--- src/rtl/rwu_pkg.sv ---
// -----------------------------------------------------------------------------
// RMSProp weight update package
// Shared widths, register codes, reset values and payload types.
// -----------------------------------------------------------------------------
`default_nettype none

package rwu_pkg;

   localparam int IDX_W      = 12;
   localparam int DATA_W     = 32;
   localparam int HIST_DEPTH = 4096;
   localparam int ADDR_W     = $clog2(HIST_DEPTH);

   localparam int RHO_W   = 16;
   localparam int DELTA_W = 16;
   localparam int LR_W    = 24;

   localparam int MAG_W      = DATA_W;
   localparam int GSQ_W      = 2 * MAG_W - 1 - 16;
   localparam int SUM_W      = DATA_W + 1;
   localparam int RAD_W      = 50;
   localparam int ROOT_W     = RAD_W / 2;
   localparam int SQRT_REM_W = ROOT_W + 3;
   localparam int NUM_W      = LR_W + MAG_W;
   localparam int DEN_W      = ROOT_W + 8;

   localparam int CSR_AW = 4;
   localparam int CSR_DW = 32;

   localparam logic [1:0] CSR_DECAY = 2'd0;
   localparam logic [1:0] CSR_DELTA = 2'd1;
   localparam logic [1:0] CSR_LR    = 2'd2;

   localparam logic [RHO_W-1:0]   DECAY_RESET = RHO_W'(58982);
   localparam logic [DELTA_W-1:0] DELTA_RESET = DELTA_W'(1);
   localparam logic [LR_W-1:0]    LR_RESET    = LR_W'(16777);

   localparam logic signed [DATA_W-1:0] SMAX = {1'b0, {(DATA_W-1){1'b1}}};
   localparam logic signed [DATA_W-1:0] SMIN = {1'b1, {(DATA_W-1){1'b0}}};

   typedef struct packed {
      logic [IDX_W-1:0]         element_index;
      logic signed [DATA_W-1:0] gradient;
      logic signed [DATA_W-1:0] weight;
      logic                     fresh;
      logic                     last;
   } req_type;

   typedef struct packed {
      logic [IDX_W-1:0]         out_index;
      logic signed [DATA_W-1:0] new_weight;
      logic                     saturated;
      logic                     out_last;
   } rsp_type;

   typedef struct packed {
      logic [IDX_W-1:0]         out_index;
      logic signed [DATA_W-1:0] weight;
      logic                     neg;
      logic [MAG_W-1:0]         mag;
      logic                     sat;
      logic                     last;
      logic                     zero_root;
      logic                     skip;
   } ctx_type;

endpackage

`default_nettype wire

--- src/rtl/rwu_sqrt.sv ---
// -----------------------------------------------------------------------------
// RMSProp square root
// Pipelined integer square root, one root bit per stage, floor result.
// -----------------------------------------------------------------------------
`default_nettype none

module rwu_sqrt import rwu_pkg::*; (
   input  wire logic              clock,
   input  wire logic              reset,
   input  wire logic              en,
   input  wire logic              in_valid,
   input  wire logic [RAD_W-1:0]  in_rad,
   input  wire ctx_type           in_ctx,
   output logic                   out_valid,
   output logic [ROOT_W-1:0]      out_root,
   output ctx_type                out_ctx
);

   logic                  valid_ff [ROOT_W];
   logic [SQRT_REM_W-1:0] rem_ff   [ROOT_W];
   logic [ROOT_W-1:0]     root_ff  [ROOT_W];
   logic [RAD_W-1:0]      rad_ff   [ROOT_W];
   ctx_type               ctx_ff   [ROOT_W];

   logic [SQRT_REM_W-1:0] rem_src  [ROOT_W];
   logic [ROOT_W-1:0]     root_src [ROOT_W];
   logic [RAD_W-1:0]      rad_src  [ROOT_W];
   logic [SQRT_REM_W-1:0] rem_sh   [ROOT_W];
   logic [SQRT_REM_W-1:0] trial    [ROOT_W];
   logic [SQRT_REM_W-1:0] rem_in   [ROOT_W];
   logic [ROOT_W-1:0]     root_in  [ROOT_W];
   logic [RAD_W-1:0]      rad_in   [ROOT_W];

   always_comb begin
      rem_src[0]  = '0;
      root_src[0] = '0;
      rad_src[0]  = in_rad;
      for (int k = 1; k < ROOT_W; k++) begin
         rem_src[k]  = rem_ff[k-1];
         root_src[k] = root_ff[k-1];
         rad_src[k]  = rad_ff[k-1];
      end
      for (int k = 0; k < ROOT_W; k++) begin
         rem_sh[k] = {rem_src[k][SQRT_REM_W-3:0], rad_src[k][RAD_W-1 -: 2]};
         trial[k]  = {1'b0, root_src[k], 2'b01};
         if (rem_sh[k] >= trial[k]) begin
            rem_in[k]  = rem_sh[k] - trial[k];
            root_in[k] = {root_src[k][ROOT_W-2:0], 1'b1};
         end else begin
            rem_in[k]  = rem_sh[k];
            root_in[k] = {root_src[k][ROOT_W-2:0], 1'b0};
         end
         rad_in[k] = {rad_src[k][RAD_W-3:0], 2'b00};
      end
   end

   always_ff @(posedge clock) begin
      if (reset) begin
         for (int k = 0; k < ROOT_W; k++) begin
            valid_ff[k] <= 1'b0;
         end
      end else if (en) begin
         valid_ff[0] <= in_valid;
         for (int k = 1; k < ROOT_W; k++) begin
            valid_ff[k] <= valid_ff[k-1];
         end
      end
   end

   always_ff @(posedge clock) begin
      if (en) begin
         ctx_ff[0] <= in_ctx;
         for (int k = 1; k < ROOT_W; k++) begin
            ctx_ff[k] <= ctx_ff[k-1];
         end
         for (int k = 0; k < ROOT_W; k++) begin
            rem_ff[k]  <= rem_in[k];
            root_ff[k] <= root_in[k];
            rad_ff[k]  <= rad_in[k];
         end
      end
   end

   assign out_valid = valid_ff[ROOT_W-1];
   assign out_root  = root_ff[ROOT_W-1];
   assign out_ctx   = ctx_ff[ROOT_W-1];

endmodule

`default_nettype wire

--- config.mk ---
export PLATFORM = sky130hd
export DESIGN_NAME = rwu_sqrt
export DESIGN_NICKNAME = d
export VERILOG_FILES = /design/src/rtl/rwu_pkg.sv /design/src/rtl/rwu_sqrt.sv
export SDC_FILE = /design/constraint.sdc
export NUM_CORES = 2
export LEC_CHECK = 0
export BUFFER_PORTS_ARGS = -buffer_cell sky130_fd_sc_hd__buf_2
export CORE_MARGIN = 10
export CORE_UTILIZATION = 35
export DETAILED_ROUTE_END_ITERATION = 12
export PLACE_DENSITY = 0.47
export SYNTH_ARGS = -nofsm -noshare
export SYNTH_HDL_FRONTEND = slang
export SYNTH_MEMORY_MAX_BITS = 65536
export SYNTH_SLANG_ARGS = --single-unit
--- constraint.sdc ---
create_clock -name clock -period 6.8 [get_ports clock]
set_input_delay 1.02 -clock clock [delete_from_list [all_inputs] [get_ports clock]]
set_output_delay 1.02 -clock clock [all_outputs]
set_load 0.02 [all_outputs]
==> metrics <==
status finished clean; crit-path leading delay family compound AO/OA/AOI/OAI gates; top post-synthesis cells by area edfxtp_1, ha_1, xnor2_1, xor2_1, a21oi_1; crit-path cells ha_1 > nand3_1 > or3_1 > nor2_1 > nand3_1 > o21ai_0 > nor3_2 > a211oi_1 > o311ai_0 > xnor2_1; Worst Path Arrival 4.57 ns; clk_lat worst skew 0.94 ns; Total Nets Final 8531; Final Util 40.3%; # DRC 0; I/O pins 242; top-area cell type share of the netlist area 80.8%; worst path bufs/invs 0; pwr/cell area 345 nW/um^2; Area after DPL 139000 um^2; vias post-DR 60.5k; most numerous cell in the Yosys netlist edfxtp_1; Die X 635 um; final instance area 152000 um^2; Max Buffers Root-to-Sink 4; Core Region 376000 um^2; FMAX 253 MHz; Setup Skew 0.0964 ns; Overall Global Routing Usage 9.81%; slowest stage delay, CP 0.57 ns; Final Hold Viols 0; worst hold path class in -> reg; largest net degree at the start of global routing 192; critical path's slowest cell a211oi_1; PostCTS Resize Cnt 0; share of cells above drive strength 1 11.0%; Leak 54.3 nW; FFs w/ async S/R, synth 0%; Initial Util 35.2%; Final period util 58.1%; TritonCTS Buffers 391; critical path start-end classification reg -> reg; Post-Syn Instances 7556; Via density 4.53; router iterations before antenna repair 5; Worst setup EP type register; Die Ht 635 um; pre-CTS setup slack 2.88 ns; initial detailed-routing violation count 3594; vias in the first global route 63.4k; # clock sinks 3564; RSZ-0062 raised after global routing false; Reg clk slew, reported paths 0.06 ns; first-pass GRT wire length 331000 um; number of synthesized register bits 3564; YS warnings 0; final setup TNS 0 ns; Hold WS 0.247 ns; Final Setup Violations 0; die area 403000 um^2; initial antenna violation count 6; CTS root buf clkbuf_16; final worst path period need 3.95 ns; Filler Cell Count 33.8k; syn nets 8043; Synth area leader edfxtp_1; HPWL Detailed 127000 um; CP max FO 11; CTS tree yes; FP Rows 225; wire per inst 15.4 um; synth unique cells 78; final worst setup slack 2.85 ns; Max rail drop VDD 0.215 mV; Worst Path Required 7.42 ns; area grow syn2layout 14.5%; Worst slew margin 14.3%; Worst-Margin Slew 1.27 ns; total congestion overflow 0; Critical Path Most Common Cell nand3_1; final slew viol count 0; Final GP Congestion 0.867; met3 GRT Util 2.22%; MaxCap Viol Count 0; Setup Fix Bufs, Post-CTS 0; grt met1 use 10.9%; CTS H-tree lvls 5; GR peak layer met2; Synth top cells by count edfxtp_1, inv_1, a21oi_1, nand2_1; input/output buffers 241; startpoint types register; cts hold-fix bufs 0; Synth Cell Area 132000 um^2; mean post-synth cell area 17.5 um^2; Most used DFF post-synth edfxtp_1; antenna viol nets, final 0; register area share after synthesis 80.8%; Post-Route WL 206000 um; met2 usage 17.7%; number of flops mapped to enable cells by yosys 3564
-- worst reg2reg max path, delay by kind of cell (launching register included) --
family                     cells  cell delay, ns
AOI/OAI and AO/OA              3            1.36
DFF                            1            0.39
adders and majority gates      1            0.43
and+or+nand+nor                5            1.33
xor gates and xnor gates       1            0.18
-- registers in the layout, indices dropped and copies added, names as in the netlist --
register  flops
ctx_ff     2025
rem_ff      589
root_ff     325
valid_ff     25
rad_ff      600
-- cell type report --
type / count / area, um^2 / share of cell area [%]
tap: 4994 / 6250 / 4.12
clock inverter: 222 / 2020 / 1.33
timing repair buffer: 298 / 1900 / 1.25
multi-input combinational: 3333 / 22500 / 14.9
clock buffer: 483 / 10200 / 6.71
sequential: 3564 / 107000 / 70.6
antenna: 2 / 5.00 / 0.00330
inverter: 456 / 1710 / 1.13
-- placed cells by master (no fill, tap or decap), types with 69 or more instances in the layout --
cell and count:
edfxtp_1 3564, inv_1 456, clkbuf_16 393, a21oi_1 355, nand2_1 353, ha_1 352
nor2_1 351, o21ai_0 270, xnor2_1 252, buf_2 240, xor2_1 230, a21o_1 121
nor3_1 115, nand3_1 99, clkinv_1 98, clkbuf_1 90, nand2b_1 75, nor2b_1 69
-- worst paths after layout --
check                      start              to  slack [ns]  cells past startpoint
hold reg to reg   ctx_ff[0][386]  ctx_ff[0][467]        0.35                      0
setup / recovery  rem_ff[1][180]  rem_ff[1][219]        2.85                     10
setup reg to reg  rem_ff[1][180]  rem_ff[1][219]        2.85                     10
hold / removal        in_ctx[58]   ctx_ff[0][58]        0.25                      1
-- kinds of logic after synthesis --
logic type / Yosys count / synth area share, %
AO/OA/AOI/OAI: 1037 / 4.77
XOR/XNOR: 482 / 3.19
adder cells (fa/ha/maj): 352 / 3.33
buffers and inverters: 659 / 2.17
flip-flops: 3564 / 80.8
multiplexers: 54 / 0.456
other: 1 / 0.00283
AND/OR/NAND/NOR: 1407 / 5.25
-- report_power, final --
group | total, mW | leakage (nW) | internal (mW) | switching (mW)
Sequential | 27.3 | 34.6 | 26.5 | 0.813
Combinational | 5.03 | 13.7 | 2.03 | 3.00
Clock | 19.9 | 5.92 | 11.6 | 8.35
Total | 52.3 | 54.3 | 40.1 | 12.2
-- metal layers --
metal / vias to the layer above / part of all wire [%]
met5: - / 0
met4: 0 / 4.7
met3: 541 / 4.5
met2: 1079 / 51
met1: 29300 / 40
li1: 29500 / -
-- metrics by stage --
stage                     instances  total power, mW
final                         13400             52.3
after floorplan                7556             31.0
after global placement        12600             32.6
after CTS                     13400             53.2
after detailed placement      12600             32.8
after global routing          13400             54.9
Power figures use the tool's default switching activity.
